## src/rac_pkg.sv

```systemverilog
`default_nettype none
package rac_pkg;

  typedef struct packed {
    logic        [23:0] voltage_scale;
    logic        [23:0] current_scale;
    logic signed [31:0] temp_cubic_coeff;
    logic signed [31:0] temp_square_coeff;
    logic signed [31:0] temp_linear_coeff;
    logic signed [31:0] temp_const_term;
  } cfg_t;

  typedef enum logic [2:0] {
    REG_VOLTAGE_SCALE = 3'd0,
    REG_CURRENT_SCALE = 3'd1,
    REG_TEMP_CUBIC    = 3'd2,
    REG_TEMP_SQUARE   = 3'd3,
    REG_TEMP_LINEAR   = 3'd4,
    REG_TEMP_OFFSET   = 3'd5
  } reg_idx_t;

  typedef enum logic [1:0] {
    BK_IDLE,
    BK_MUL,
    BK_DIV,
    BK_OUT
  } bk_state_t;

  // one multiply per step; the last step only finishes the polynomial
  typedef enum logic [2:0] {
    ST_VOUT,
    ST_VBUS,
    ST_LOAD,
    ST_BATT,
    ST_CUBE,
    ST_SQR,
    ST_LIN,
    ST_OFFS
  } step_t;

endpackage
`default_nettype wire

```

## src/rac_fifo.sv

```systemverilog
`default_nettype none
module rac_fifo #(
  parameter int WIDTH = 50,
  parameter int DEPTH = 2
) (
  input  wire logic             clk,
  input  wire logic             rst_n,
  input  wire logic             push,
  input  wire logic [WIDTH-1:0] push_data,
  output logic                  full,
  input  wire logic             pop,
  output logic                  not_empty,
  output logic      [WIDTH-1:0] head
);
  localparam int PTRW = (DEPTH > 1) ? $clog2(DEPTH) : 1;
  localparam int CNTW = $clog2(DEPTH + 1);

  logic [WIDTH-1:0] mem_r [DEPTH];
  logic [PTRW-1:0]  wr_ptr_r, rd_ptr_r;
  logic [CNTW-1:0]  cnt_r;

  assign full      = (cnt_r == CNTW'(DEPTH));
  assign not_empty = (cnt_r != '0);
  assign head      = mem_r[rd_ptr_r];

  function automatic logic [PTRW-1:0] bump(input logic [PTRW-1:0] p);
    if (p == PTRW'(DEPTH - 1)) return '0;
    return p + PTRW'(1);
  endfunction

  always_ff @(posedge clk) begin
    if (!rst_n) begin
      wr_ptr_r <= '0;
      rd_ptr_r <= '0;
      cnt_r    <= '0;
    end else begin
      if (push) wr_ptr_r <= bump(wr_ptr_r);
      if (pop)  rd_ptr_r <= bump(rd_ptr_r);
      if (push && !pop)      cnt_r <= cnt_r + CNTW'(1);
      else if (pop && !push) cnt_r <= cnt_r - CNTW'(1);
    end
  end

  always_ff @(posedge clk) begin
    if (push) mem_r[wr_ptr_r] <= push_data;
  end
endmodule
`default_nettype wire

```

## src/rac_front.sv

```systemverilog
`default_nettype none
module rac_front #(
  parameter int ADC_BITS = 10
) (
  input  wire logic                  clk,
  input  wire logic                  rst_n,
  input  wire logic                  in_valid,
  output logic                       in_stall,
  input  wire logic [ADC_BITS-1:0]   in_vout_sample,
  input  wire logic [ADC_BITS-1:0]   in_vbus_sample,
  input  wire logic [ADC_BITS-1:0]   in_load_current_sample,
  input  wire logic [ADC_BITS-1:0]   in_battery_current_sample,
  input  wire logic [ADC_BITS-1:0]   in_thermistor_sample,
  input  wire logic                  q_full,
  output logic                       q_push,
  output logic [5*ADC_BITS-1:0]      q_data
);
  logic [ADC_BITS-1:0] prev_load_r, prev_batt_r;
  logic [ADC_BITS-1:0] load_damped, batt_damped;

  assign in_stall = q_full;
  assign q_push   = in_valid && !q_full;

  // half old, half new; the two halves always sum within ADC_BITS
  assign load_damped = (in_load_current_sample >> 1) + (prev_load_r >> 1);
  assign batt_damped = (in_battery_current_sample >> 1) + (prev_batt_r >> 1);

  assign q_data = {in_vout_sample, in_vbus_sample, in_thermistor_sample,
                   load_damped, batt_damped};

  always_ff @(posedge clk) begin
    if (!rst_n) begin
      prev_load_r <= '0;
      prev_batt_r <= '0;
    end else if (q_push) begin
      prev_load_r <= load_damped;
      prev_batt_r <= batt_damped;
    end
  end
endmodule
`default_nettype wire

```

## src/rac_div.sv

```systemverilog
`default_nettype none
// floor(dividend / L) as dividend * ceil(2^SH / L) >> SH, one 16-bit slice
// of the dividend per cycle, most significant slice first
module rac_div #(
  parameter int DW = 42,
  parameter int MW = 52,
  parameter int SH = 52
) (
  input  wire logic          clk,
  input  wire logic          rst_n,
  input  wire logic          start,
  input  wire logic [DW-1:0] dividend,
  input  wire logic [MW-1:0] recip,
  output logic               busy,
  output logic               done,
  output logic [31:0]        quotient
);
  localparam int CW  = 16;
  localparam int NCH = (DW + CW - 1) / CW;
  localparam int NW  = NCH * CW;
  localparam int AW  = NW + MW;
  localparam int IW  = $clog2(NCH + 1);

  logic [NW-1:0]    num_r;
  logic [MW-1:0]    recip_r;
  logic [AW-1:0]    acc_r;
  logic [IW-1:0]    iter_r;
  logic             busy_r, done_r;
  logic [CW+MW-1:0] part;

  assign part     = num_r[NW-1 -: CW] * recip_r;
  assign busy     = busy_r;
  assign done     = done_r;
  assign quotient = acc_r[SH +: 32];

  always_ff @(posedge clk) begin
    if (!rst_n) begin
      busy_r <= 1'b0;
      done_r <= 1'b0;
      iter_r <= '0;
    end else begin
      done_r <= 1'b0;
      if (start) begin
        busy_r <= 1'b1;
        iter_r <= '0;
      end else if (busy_r) begin
        iter_r <= iter_r + IW'(1);
        if (iter_r == IW'(NCH - 1)) begin
          busy_r <= 1'b0;
          done_r <= 1'b1;
        end
      end
    end
  end

  always_ff @(posedge clk) begin
    if (start) begin
      num_r   <= NW'(dividend);
      recip_r <= recip;
      acc_r   <= '0;
    end else if (busy_r) begin
      acc_r <= {acc_r[AW-CW-1:0], {CW{1'b0}}} + AW'(part);
      num_r <= {num_r[NW-CW-1:0], {CW{1'b0}}};
    end
  end
endmodule
`default_nettype wire

```

## src/rac_back.sv

```systemverilog
`default_nettype none
module rac_back
  import rac_pkg::*;
#(
  parameter int ADC_BITS          = 10,
  parameter int VBUS_BLOCK_LEN    = 1001,
  parameter int CURRENT_BLOCK_LEN = 201
) (
  input  wire logic                  clk,
  input  wire logic                  rst_n,
  input  wire cfg_t                  cfg,
  input  wire logic                  q_valid,
  input  wire logic [5*ADC_BITS-1:0] q_data,
  output logic                       q_pop,
  output logic                       out_valid,
  input  wire logic                  out_stall,
  output logic [31:0]                out_vout_value,
  output logic [31:0]                out_vbus_value,
  output logic [31:0]                out_load_current_value,
  output logic [31:0]                out_battery_current_value,
  output logic signed [31:0]         out_temperature_value,
  output logic [31:0]                out_vbus_average,
  output logic [31:0]                out_load_current_average,
  output logic [31:0]                out_battery_current_average
);
  localparam int A   = ADC_BITS;
  localparam int PW  = 49 + A;
  localparam int VCW = $clog2(VBUS_BLOCK_LEN + 1);
  localparam int CCW = $clog2(CURRENT_BLOCK_LEN + 1);
  localparam int VSW = 32 + VCW;
  localparam int CSW = 32 + CCW;
  localparam int DW  = (VSW > CSW) ? VSW : CSW;
  localparam int LW  = (VCW > CCW) ? VCW : CCW;
  // 2^SH exceeds every sum times the rounding error of the reciprocal
  localparam int SH  = DW + LW;
  localparam int MW  = SH;
  localparam longint VBUS_RECIP =
    ((longint'(1) << SH) + longint'(VBUS_BLOCK_LEN) - 1) / longint'(VBUS_BLOCK_LEN);
  localparam longint CUR_RECIP =
    ((longint'(1) << SH) + longint'(CURRENT_BLOCK_LEN) - 1) / longint'(CURRENT_BLOCK_LEN);
  localparam logic [1:0] CH_VBUS = 2'd0;
  localparam logic [1:0] CH_LOAD = 2'd1;
  localparam logic [1:0] CH_BATT = 2'd2;

  bk_state_t state_r, state_nxt;
  step_t     step_r;

  logic [5*A-1:0] ent_r;
  logic [A-1:0]   e_vout, e_vbus, e_therm, e_dl, e_db;
  assign {e_vout, e_vbus, e_therm, e_dl, e_db} = ent_r;

  logic signed [47:0]   opa;
  logic signed [A:0]    opb;
  logic signed [PW-1:0] mul_full, prod_r, a_full, b_full, t_full;
  logic [31:0]          vout_v_r, vbus_v_r, load_v_r, batt_v_r;
  logic signed [31:0]   temp_r, temp_sat;

  logic [VCW-1:0] vbus_cnt_r;
  logic [CCW-1:0] load_cnt_r, batt_cnt_r;
  logic [VSW-1:0] vbus_sum_r, vbus_sum_add;
  logic [CSW-1:0] load_sum_r, batt_sum_r, load_sum_add, batt_sum_add;
  logic [31:0]    held_vbus_r, held_load_r, held_batt_r;
  logic [2:0]     pend_r;
  logic [1:0]     div_ch_r, div_sel;

  logic          div_start, div_busy, div_done;
  logic [DW-1:0] div_dividend;
  logic [MW-1:0] div_recip;
  logic [31:0]   div_quo;

  logic out_valid_r, out_load;

  function automatic logic [31:0] sat_u(input logic signed [PW-1:0] p);
    if (|p[PW-1:36]) return 32'hFFFF_FFFF;
    return p[35:4];
  endfunction

  assign a_full   = (prod_r >>> 10) + PW'(cfg.temp_square_coeff);
  assign b_full   = (prod_r >>> 10) + PW'(cfg.temp_linear_coeff);
  assign t_full   = (prod_r >>> 4) + PW'(cfg.temp_const_term);
  assign mul_full = opa * opb;

  always_comb begin
    if (t_full[PW-1] && !(&t_full[PW-2:31]))     temp_sat = 32'sh8000_0000;
    else if (!t_full[PW-1] && (|t_full[PW-2:31])) temp_sat = 32'sh7FFF_FFFF;
    else                                          temp_sat = t_full[31:0];
  end

  always_comb begin
    opa = '0;
    opb = '0;
    case (step_r)
      ST_VOUT: begin opa = {24'd0, cfg.voltage_scale}; opb = {1'b0, e_vout};  end
      ST_VBUS: begin opa = {24'd0, cfg.voltage_scale}; opb = {1'b0, e_vbus};  end
      ST_LOAD: begin opa = {24'd0, cfg.current_scale}; opb = {1'b0, e_dl};    end
      ST_BATT: begin opa = {24'd0, cfg.current_scale}; opb = {1'b0, e_db};    end
      ST_CUBE: begin opa = 48'(cfg.temp_cubic_coeff);  opb = {1'b0, e_therm}; end
      ST_SQR:  begin opa = a_full[47:0];               opb = {1'b0, e_therm}; end
      ST_LIN:  begin opa = b_full[47:0];               opb = {1'b0, e_therm}; end
      default: begin opa = '0;                         opb = '0;              end
    endcase
  end

  assign vbus_sum_add = vbus_sum_r + VSW'(vbus_v_r);
  assign load_sum_add = load_sum_r + CSW'(load_v_r);
  assign batt_sum_add = batt_sum_r + CSW'(batt_v_r);

  always_comb begin
    if (pend_r[CH_VBUS])      div_sel = CH_VBUS;
    else if (pend_r[CH_LOAD]) div_sel = CH_LOAD;
    else                      div_sel = CH_BATT;
  end

  assign div_start = (state_r == BK_DIV) && !div_busy && !div_done && (|pend_r);

  always_comb begin
    case (div_sel)
      CH_VBUS: begin
        div_dividend = DW'(vbus_sum_r);
        div_recip    = MW'(VBUS_RECIP);
      end
      CH_LOAD: begin
        div_dividend = DW'(load_sum_r);
        div_recip    = MW'(CUR_RECIP);
      end
      default: begin
        div_dividend = DW'(batt_sum_r);
        div_recip    = MW'(CUR_RECIP);
      end
    endcase
  end

  rac_div #(.DW(DW), .MW(MW), .SH(SH)) u_div (
    .clk      (clk),
    .rst_n    (rst_n),
    .start    (div_start),
    .dividend (div_dividend),
    .recip    (div_recip),
    .busy     (div_busy),
    .done     (div_done),
    .quotient (div_quo)
  );

  always_comb begin
    state_nxt = state_r;
    case (state_r)
      BK_IDLE: if (q_valid) state_nxt = BK_MUL;
      BK_MUL:  if (step_r == ST_OFFS) state_nxt = BK_DIV;
      BK_DIV:  if (!div_busy && !div_done && pend_r == 3'd0) state_nxt = BK_OUT;
      BK_OUT:  if (!out_valid_r || !out_stall) state_nxt = BK_IDLE;
      default: state_nxt = BK_IDLE;
    endcase
  end

  always_comb begin
    q_pop    = (state_r == BK_IDLE) && q_valid;
    out_load = (state_r == BK_OUT) && (!out_valid_r || !out_stall);
  end

  always_ff @(posedge clk) begin
    if (!rst_n) begin
      state_r     <= BK_IDLE;
      step_r      <= ST_VOUT;
      out_valid_r <= 1'b0;
      vbus_cnt_r  <= '0;
      load_cnt_r  <= '0;
      batt_cnt_r  <= '0;
      vbus_sum_r  <= '0;
      load_sum_r  <= '0;
      batt_sum_r  <= '0;
      held_vbus_r <= '0;
      held_load_r <= '0;
      held_batt_r <= '0;
      pend_r      <= '0;
      div_ch_r    <= CH_VBUS;
    end else begin
      state_r <= state_nxt;
      if (state_r == BK_MUL) step_r <= step_t'(step_r + 3'd1);
      else                   step_r <= ST_VOUT;

      if (out_load)                  out_valid_r <= 1'b1;
      else if (!out_stall)           out_valid_r <= 1'b0;

      if (state_r == BK_MUL && step_r == ST_OFFS) begin
        if (vbus_cnt_r == VCW'(VBUS_BLOCK_LEN - 1)) begin
          vbus_cnt_r      <= '0;
          pend_r[CH_VBUS] <= 1'b1;
        end else begin
          vbus_cnt_r <= vbus_cnt_r + VCW'(1);
        end
        vbus_sum_r <= vbus_sum_add;
        if (load_cnt_r == CCW'(CURRENT_BLOCK_LEN - 1)) begin
          load_cnt_r      <= '0;
          pend_r[CH_LOAD] <= 1'b1;
        end else begin
          load_cnt_r <= load_cnt_r + CCW'(1);
        end
        load_sum_r <= load_sum_add;
        if (batt_cnt_r == CCW'(CURRENT_BLOCK_LEN - 1)) begin
          batt_cnt_r      <= '0;
          pend_r[CH_BATT] <= 1'b1;
        end else begin
          batt_cnt_r <= batt_cnt_r + CCW'(1);
        end
        batt_sum_r <= batt_sum_add;
      end

      // a finished block hands its sum to the divider and restarts from zero
      if (div_start) begin
        div_ch_r <= div_sel;
        case (div_sel)
          CH_VBUS: vbus_sum_r <= '0;
          CH_LOAD: load_sum_r <= '0;
          default: batt_sum_r <= '0;
        endcase
      end

      if (div_done) begin
        pend_r[div_ch_r] <= 1'b0;
        case (div_ch_r)
          CH_VBUS: held_vbus_r <= div_quo;
          CH_LOAD: held_load_r <= div_quo;
          default: held_batt_r <= div_quo;
        endcase
      end
    end
  end

  always_ff @(posedge clk) begin
    if (q_pop) ent_r <= q_data;
    if (state_r == BK_MUL) begin
      prod_r <= mul_full;
      case (step_r)
        ST_VBUS: vout_v_r <= sat_u(prod_r);
        ST_LOAD: vbus_v_r <= sat_u(prod_r);
        ST_BATT: load_v_r <= sat_u(prod_r);
        ST_CUBE: batt_v_r <= sat_u(prod_r);
        ST_OFFS: temp_r   <= temp_sat;
        default: ;
      endcase
    end
    if (out_load) begin
      out_vout_value              <= vout_v_r;
      out_vbus_value              <= vbus_v_r;
      out_load_current_value      <= load_v_r;
      out_battery_current_value   <= batt_v_r;
      out_temperature_value       <= temp_r;
      out_vbus_average            <= held_vbus_r;
      out_load_current_average    <= held_load_r;
      out_battery_current_average <= held_batt_r;
    end
  end

  assign out_valid = out_valid_r;

`ifndef SYNTHESIS
  a_div_start_in_div: assert property (@(posedge clk) disable iff (!rst_n)
    div_start |-> state_r == BK_DIV) else $error("divider started outside divide phase");
  a_div_done_in_div: assert property (@(posedge clk) disable iff (!rst_n)
    div_done |-> state_r == BK_DIV) else $error("divide finished outside divide phase");
  a_pop_in_idle: assert property (@(posedge clk) disable iff (!rst_n)
    q_pop |-> state_r == BK_IDLE) else $error("queue popped while busy");
  a_last_step: assert property (@(posedge clk) disable iff (!rst_n)
    (state_r == BK_MUL && step_r == ST_OFFS) |=> state_r == BK_DIV)
    else $error("sequencer skipped the divide phase");
`endif
endmodule
`default_nettype wire

```

## src/rectifier_adc_conditioning_core.sv

```systemverilog
`default_nettype none
// Conditions one set of five ADC readings per item into Q16.16 voltages,
// damped currents, a cubic-fit temperature and held block averages of bus
// voltage and both currents. Items are queued two deep at the input; a
// sequencer then runs them one at a time through a single shared multiplier
// in eight steps. Each item is taken from the queue, run through the eight
// steps, checked for finished blocks and loaded into the output register;
// a new item is taken only once the last one is loaded, and not while the
// output is stalled. On the item that closes an averaging block, each
// refreshed average is computed by the divider (its sum is multiplied by a
// constant reciprocal of the block length, sixteen bits of sum per cycle),
// one after another, before that item's result is shown. Configuration is
// a simple register write port, always ready.
module rectifier_adc_conditioning_core
  import rac_pkg::*;
#(
  parameter int ADC_BITS          = 10,
  parameter int VBUS_BLOCK_LEN    = 1001,
  parameter int CURRENT_BLOCK_LEN = 201
) (
  input  wire logic                clk,
  input  wire logic                rst_n,
  input  wire logic                cfg_valid,
  output logic                     cfg_ready,
  input  wire logic [2:0]          cfg_index,
  input  wire logic [31:0]         cfg_data,
  input  wire logic                in_valid,
  output logic                     in_stall,
  input  wire logic [ADC_BITS-1:0] in_vout_sample,
  input  wire logic [ADC_BITS-1:0] in_vbus_sample,
  input  wire logic [ADC_BITS-1:0] in_load_current_sample,
  input  wire logic [ADC_BITS-1:0] in_battery_current_sample,
  input  wire logic [ADC_BITS-1:0] in_thermistor_sample,
  output logic                     out_valid,
  input  wire logic                out_stall,
  output logic [31:0]              out_vout_value,
  output logic [31:0]              out_vbus_value,
  output logic [31:0]              out_load_current_value,
  output logic [31:0]              out_battery_current_value,
  output logic signed [31:0]       out_temperature_value,
  output logic [31:0]              out_vbus_average,
  output logic [31:0]              out_load_current_average,
  output logic [31:0]              out_battery_current_average
);
  cfg_t cfg_r;

  assign cfg_ready = 1'b1;

  always_ff @(posedge clk) begin
    if (!rst_n) begin
      cfg_r <= '0;
    end else if (cfg_valid) begin
      case (cfg_index)
        REG_VOLTAGE_SCALE: cfg_r.voltage_scale     <= cfg_data[23:0];
        REG_CURRENT_SCALE: cfg_r.current_scale     <= cfg_data[23:0];
        REG_TEMP_CUBIC:    cfg_r.temp_cubic_coeff  <= cfg_data;
        REG_TEMP_SQUARE:   cfg_r.temp_square_coeff <= cfg_data;
        REG_TEMP_LINEAR:   cfg_r.temp_linear_coeff <= cfg_data;
        REG_TEMP_OFFSET:   cfg_r.temp_const_term   <= cfg_data;
        default: ;
      endcase
    end
  end

  logic                  q_full, q_push, q_valid, q_pop;
  logic [5*ADC_BITS-1:0] q_in, q_head;

  rac_front #(.ADC_BITS(ADC_BITS)) u_front (
    .clk                       (clk),
    .rst_n                     (rst_n),
    .in_valid                  (in_valid),
    .in_stall                  (in_stall),
    .in_vout_sample            (in_vout_sample),
    .in_vbus_sample            (in_vbus_sample),
    .in_load_current_sample    (in_load_current_sample),
    .in_battery_current_sample (in_battery_current_sample),
    .in_thermistor_sample      (in_thermistor_sample),
    .q_full                    (q_full),
    .q_push                    (q_push),
    .q_data                    (q_in)
  );

  rac_fifo #(.WIDTH(5*ADC_BITS), .DEPTH(2)) u_fifo (
    .clk       (clk),
    .rst_n     (rst_n),
    .push      (q_push),
    .push_data (q_in),
    .full      (q_full),
    .pop       (q_pop),
    .not_empty (q_valid),
    .head      (q_head)
  );

  rac_back #(
    .ADC_BITS          (ADC_BITS),
    .VBUS_BLOCK_LEN    (VBUS_BLOCK_LEN),
    .CURRENT_BLOCK_LEN (CURRENT_BLOCK_LEN)
  ) u_back (
    .clk                         (clk),
    .rst_n                       (rst_n),
    .cfg                         (cfg_r),
    .q_valid                     (q_valid),
    .q_data                      (q_head),
    .q_pop                       (q_pop),
    .out_valid                   (out_valid),
    .out_stall                   (out_stall),
    .out_vout_value              (out_vout_value),
    .out_vbus_value              (out_vbus_value),
    .out_load_current_value      (out_load_current_value),
    .out_battery_current_value   (out_battery_current_value),
    .out_temperature_value       (out_temperature_value),
    .out_vbus_average            (out_vbus_average),
    .out_load_current_average    (out_load_current_average),
    .out_battery_current_average (out_battery_current_average)
  );
endmodule
`default_nettype wire

```

## config.mk

```make
export PLATFORM = sky130hd
export DESIGN_NAME = rectifier_adc_conditioning_core
export DESIGN_NICKNAME = d
export VERILOG_FILES = /design/src/rac_pkg.sv /design/src/rac_fifo.sv /design/src/rac_front.sv /design/src/rac_div.sv /design/src/rac_back.sv /design/src/rectifier_adc_conditioning_core.sv
export SDC_FILE = /design/constraint.sdc
export NUM_CORES = 2
export LEC_CHECK = 0
export BUFFER_PORTS_ARGS = -buffer_cell sky130_fd_sc_hd__buf_2
export CAP_MARGIN = 10
export CORE_MARGIN = 4
export CORE_UTILIZATION = 40
export DETAILED_ROUTE_END_ITERATION = 6
export GPL_ROUTABILITY_DRIVEN = 0
export SYNTH_ARGS = -nofsm -noshare
export SYNTH_HDL_FRONTEND = slang
export SYNTH_SLANG_ARGS = --single-unit
```

## constraint.sdc

```tcl
create_clock -name clk -period 40.7 [get_ports clk]
set_clock_uncertainty 0.1 [all_clocks]
set_input_delay 2.035 -clock clk [delete_from_list [all_inputs] [get_ports clk]]
set_output_delay 2.035 -clock clk [all_outputs]
set_load 0.03 [all_outputs]
```

---- Word-level counts from Yosys, hierarchy flattened ----
Memories as Yosys holds them, arrays and structs flattened. A register that Yosys moved wholly into a read port is not among the register bits.
Index checks and enable logic that the tools add are counted.
operators by class
  muxes and demuxes ....................... 68
  $lt $le $gt $ge ......................... 2
  reductions and logical operators ........ 60
  add/subtract/negate cells ............... 18
  bitwise logic cells ..................... 5
  $mul .................................... 2
  equal/unequal tests ..................... 27
operators by type and width
  kind                                          number
  two-way mux 40 bit                            6
  one-hot mux 48 bit (5 select lines)           1
  two-way mux 42 bit                            5
  two-way mux 32 bit                            6
  adder 48 x 32 -> 48 bit                       2
  adder 84 x 68 -> 84 bit                       1
  one-hot mux 42 bit (2 select lines)           1
  adder 40 x 32 -> 40 bit                       2
  multiplier 16 x 52 -> 68 bit                  1
  multiplier 48 x 11 -> 59 bit                  1
  adder 55 x 32 -> 56 bit                       1
  one-hot mux 10 bit (5 select lines)           1
  two-way mux 45 bit                            1
  adder 42 x 32 -> 42 bit                       1
  two-way mux 1 bit                             31
  AND reduction 2 bit                           15
  AND reduction 27 bit                          1
  OR reduction 27 bit                           1
  OR reduction 23 bit                           1
  adder 9 x 9 -> 10 bit                         2
  == test 3 bit (second input constant)         6
  adder 8 x 1 -> 8 bit (second input constant)  2
  == test 8 bit (second input constant)         2
  two-way mux 2 bit                             8
  31 further kinds                              83
word-level totals
  memories kept ........................... 1
  RAM bits ................................ 100
  input port bits ......................... 90
  logic and storage cells ................. 229
  output and inout bits ................... 259
  register bits after elaboration ......... 1118
memories
  memory        depth  width  rd ports  clocked after Yosys merged registers in  wr ports  RTL line        source
  u_fifo.mem_r  2      50     1         1                                        1         rac_fifo.sv:18  logic [WIDTH-1:0] mem_r [DEPTH];

---- Logic depth before layout (Yosys ltp) ----
  depth in word-level cells ............... 7
  mapped depth ............................ 44
  gate-level depth less buffers ........... 41

---- Cells and area by module ----
Synthesis repeated with hierarchy kept, for this count alone.
second synthesis, totals
  cell total of the unflattened synthesis .. 10210
  area total of the unflattened synthesis .. 100411.3 um^2
modules (own cells, without submodules)
  module                           area an instance (um^2)  seq. area each (um^2)  cells an instance  instances
  rac_back                         53244.8                  20749.9                5357               1
  rac_div                          35026.1                  4704.5                 3829               1
  rectifier_adc_conditioning_core  6451.2                   3523.4                 611                1
  rac_fifo                         3829.9                   3103.0                 178                1
  rac_front                        1859.3                   360.3                  235                1

---- Worst setup path after synthesis ----
No wires, ideal clock.
  path kind ............................... in2reg
  from .................................... in out_stall
  to ...................................... reg u_back.out_battery_current_average[0], enable pin
  data arrival time ....................... 20.455 ns
  path buffers ............................ 0
  setup slack ............................. 18.884 ns
  stages on the path ...................... 1
  path through ............................ a21boi_0
between the ends
  longest elaborated chain between the ends .. 3
RTL lines
  what                    RTL line                               source
  start: declaration      rectifier_adc_conditioning_core.sv:35  input wire logic out_stall,
  zero test 1 bit         rac_back.sv:157                        out_load = (state_r == BK_OUT) && (!out_valid_r || !out_stall);
  logical OR 1 bit        rac_back.sv:157
  logical AND 1 bit       rac_back.sv:157
  end signal: assignment  rac_back.sv:250                        out_battery_current_average <= held_batt_r;
  end: declaration        rac_back.sv:24                         output logic [31:0] out_battery_current_average
No other way between the ends.
A chain may end at the register's enable or synchronous reset.

---- Final worst setup path ----
  from .................................... reg u_back.step_r[0]
  to ...................................... reg u_back.prod_r[55], data pin
between the ends
  longest elaborated chain between the ends .. 4
  elaborated cells on any way between the ends .. 13
  those cells by class .................... mul (1); eq/ne (6); mux (2); reduce/logical (4)
RTL lines
  what                                                                                        RTL line         source
  start: declaration                                                                          rac_back.sv:46   step_t step_r;
  start signal: assignment                                                                    rac_back.sv:178  if (state_r == BK_MUL) step_r <= step_t'(step_r + 3'd1);
  == test 3 bit (tied with other cells)                                                       rac_back.sv:92   case (step_r)
  OR reduction 3 bit (no source line) or OR reduction 2 bit (tied branches)                   n/a
  one-hot mux 10 bit (5 select lines) or one-hot mux 48 bit (5 select lines) (tied branches)  rac_back.sv:92
  multiplier 48 x 11 -> 59 bit *                                                              rac_back.sv:81   assign mul_full = opa * opb;
  named net u_back.mul_full[55]                                                               rac_back.sv:54   logic signed [PW-1:0] mul_full, prod_r, a_full, b_full, t_full;
  end signal: assignment                                                                      rac_back.sv:232  prod_r <= mul_full;
  end: declaration                                                                            rac_back.sv:54
The timed path passes the listed nets; every way through them passes the cells marked *.

==> run_results.csv <==
group,metric,value,unit
status,status,"finished, final reports clean",
yosys,synth-main-ff-cell,"edfxtp_1",
grt,grt-ovfl-total,0,
place,dp.cells,11700,
yosys,synth_fp_nets,10300,
clock_tree,clock_sinks,1210,
die,die_w,475,um
place,pre_cts_ws,29270,ps
clock_tree,post_cts_resized,0,
clock_tree,clockBufferDepth,3,
grt,grt_pass1_vias,65400,
grt,grt_use_total,0.235,
hold_path,min_path_type,"reg -> reg",
timing,timing.final.setup_violations,0,
drt,drt-initial-drc-count,5698,
critical_path,arrival,11980,ps
clock_tree,clock_latency,830,ps
pwr,ir_drop,0.101,mV
drt,vias,65100,
pwr,powerDensity,57.3,mW/mm2
yosys,synth_edf_count,665,
clock_tree,cts-buffers-inserted,135,
cells_and_area,final_layout_size_suffix_gt1_frac,0.0909,
critical_path,required,41100,ps
timing,worst_slew_pin_slew,1220,ps
timing,period_share,0.285,
timing,fin_ws,29120,ps
grt,grt_pass1_wl,403000,um
place,postPlaceCellArea,0.0918,mm2
yosys,synth.distinct_cells,113,
drt,wl_per_cell,22.3,um
timing,post-route-min-period,11580,ps
critical_path,path_class,"reg -> reg",
clock_tree,cts_setup_buffers,0,
critical_path,cp_max_fo,32,
drt,via_per_inst,5.44,
cells_and_area,final_common_cell,"nand2_1",
cells_and_area,layout.cells.non_filler,12000,
die,die_area,0.225,mm2
cells_and_area,final_area,0.0965,mm2
timing,fmax,0.0863,GHz
clock_tree,cts-root-buf,"clkbuf_16",
critical_path,crit_path_end_kind,"flip-flop",
die,core,0.215,mm2
place,dp_hpwl,207000,um
cells_and_area,area_delta_synth_final,10.9,%
yosys,async_reset_ff_frac,0,
grt,grt_max_degree,91,
drt,drt_drc_violations_left,0,
clock_tree,clk_pin_slew,70,ps
cells_and_area,nNetsFinal,10500,
die,fp.dieH,475,um
timing,relSlewSlack,0.180,
die,num_rows,170,
drt,ant_nets,0,
yosys,synth.avg_cell_area,9.90,um2
yosys,netlist_instances,8789,
yosys,yosysSeqAreaShare,0.355,
yosys,ys_warn_count,0,
critical_path,cpMaxStageDelayCell,"o31ai_1",
critical_path,cp-start-kind,"flip-flop",
critical_path,cp_slowest_stage_delay,750,ps
grt,antenna_found_initial,11,
timing,tns,0,ps
timing,hold_viol,0,
yosys,syn-cell-area,0.0871,mm2
flow_run,timing.max_cap.violations,0,
critical_path,crit_top_cell,"fa_1",
clock_tree,htreeDepth,4,
clock_tree,cts_hold_buf,0,
clock_tree,cts_tree,"done",
place,port_buffers,345,
drt,dr.pass1.iters,6,
timing,slew_viol_final,0,
die,num_io_pins,349,
cells_and_area,final_cell_mix,"nand2_1, inv_1, fa_1, a21oi_1, edfxtp_1",
die,start_util,0.404,
drt,wirelength,267000,um
timing,grt_setup_unrepaired,"false",
yosys,ys_ff_latch,1210,
pwr,leakagePower,0.0419,uW
logic make-up after synthesis:
kind of cell,count (synthesis),synth area share
adders and majority gates,1445,0.281
other,1,0.0000431
buffers and inverters,1490,0.0649
muxes,160,0.0196
AOI/OAI and AO/OA,1662,0.121
xor gates and xnor gates,321,0.0323
DFF,1210,0.355
and+or+nand+nor,2500,0.127
worst max-delay path, delay by kind of cell, from the launching register on:
kind,cells,cell delay [ps]
mux,1,410
compound gates,17,4720
simple gates,6,800
buf+inv,5,650
fa+ha+maj,9,3970
xor+xnor,1,160
flops,1,410
routing by layer:
layer  routed length [um]  part of all wire  GRT usage  vias up
li1                     -                 -          -    30000
met1               112000              0.42      0.314    32300
met2               121000              0.45      0.371     2383
met3                21200             0.079     0.0482      485
met4                12600             0.047      0.100        2
met5                   13          0.000049          0        -
area by class of cell:
cell class / instances / area (um2)
fillers: 20300 / 119000
inverters: 1136 / 4270
diodes: 8 / 20.0
clock buffers: 182 / 3780
flip-flops and latches: 1210 / 30900
clock inverters: 68 / 931
well taps: 2838 / 3550
multi-input cells: 6089 / 50700
repair buffers: 431 / 2370
registers in the layout, summed over array words and instances (netlist names), 40 cells and up:
| signal | cells |
|---|---|
| cfg_r | 176 |
| u_fifo.mem_r | 100 |
| u_back.u_div.acc_r | 82 |
| u_back.prod_r | 55 |
| u_back.ent_r | 50 |
| u_back.u_div.num_r | 48 |
| u_back.vbus_sum_r | 42 |
| u_back.batt_sum_r | 40 |
| u_back.load_sum_r | 40 |
path summary, 6_finish.rpt:
check	start	to	slack [ps]	cells past startpoint
hold reg to reg	u_back.vout_v_r[15]	u_back.out_vout_value[15]	300	0
setup reg to reg	u_back.step_r[0]	u_back.prod_r[55]	29120	39
hold / removal	u_back.vout_v_r[15]	u_back.out_vout_value[15]	300	0
setup / recovery	u_back.step_r[0]	u_back.prod_r[55]	29120	39
power breakdown:
part | leakage [uW] | switching [uW] | total (uW) | internal [uW]
combinational | 0.0288 | 1720 | 2680 | 961
clock | 0.00229 | 536 | 1290 | 754
sequential | 0.0108 | 114 | 1550 | 1440
total | 0.0419 | 2370 | 5530 | 3150
synthesized netlist by cell type (13+ instances only):
cell / count / area share
a21oi_1: 776 / 0.045
dfxtp_1: 545 / 0.13
xnor2_1: 203 / 0.020
buf_1: 36 / 0.0016
a211oi_1: 39 / 0.0034
nand2_1: 1253 / 0.054
xor2_1: 118 / 0.012
nand4_1: 75 / 0.0054
nor2_1: 549 / 0.024
o2111ai_1: 20 / 0.0020
inv_1: 1135 / 0.049
clkbuf_1: 300 / 0.013
a22o_1: 29 / 0.0029
mux2i_1: 78 / 0.0090
ha_1: 599 / 0.086
nor3b_1: 16 / 0.0014
mux2_2: 82 / 0.011
a221oi_1: 17 / 0.0017
nor4_1: 13 / 0.00093
nand2b_1: 57 / 0.0041
a22oi_1: 32 / 0.0028
or3_1: 68 / 0.0049
a21o_1: 178 / 0.015
o21ai_1: 13 / 0.00075
nor3_1: 63 / 0.0036
nor2b_1: 52 / 0.0037
fa_1: 846 / 0.19
o31ai_1: 18 / 0.0016
a31oi_1: 38 / 0.0027
and3_1: 56 / 0.0040
o21bai_1: 57 / 0.0049
nand3_1: 157 / 0.0090
o21a_1: 41 / 0.0035
or2_2: 16 / 0.0011
and4_1: 25 / 0.0025
o21ai_0: 196 / 0.011
edfxtp_1: 665 / 0.23
a222oi_1: 15 / 0.0017
and2_1: 45 / 0.0032
o211ai_1: 27 / 0.0023
per-stage QoR:
step	hold slack [ps]	power [uW]	util
finish	296	5530	0.448
global route	322	5850	0.448
CTS	300	5520	0.448
detailed placement	305	4210	0.426
global placement	305	4180	0.426
floorplan	300	3400	-
(Power assumes the default switching activity.)
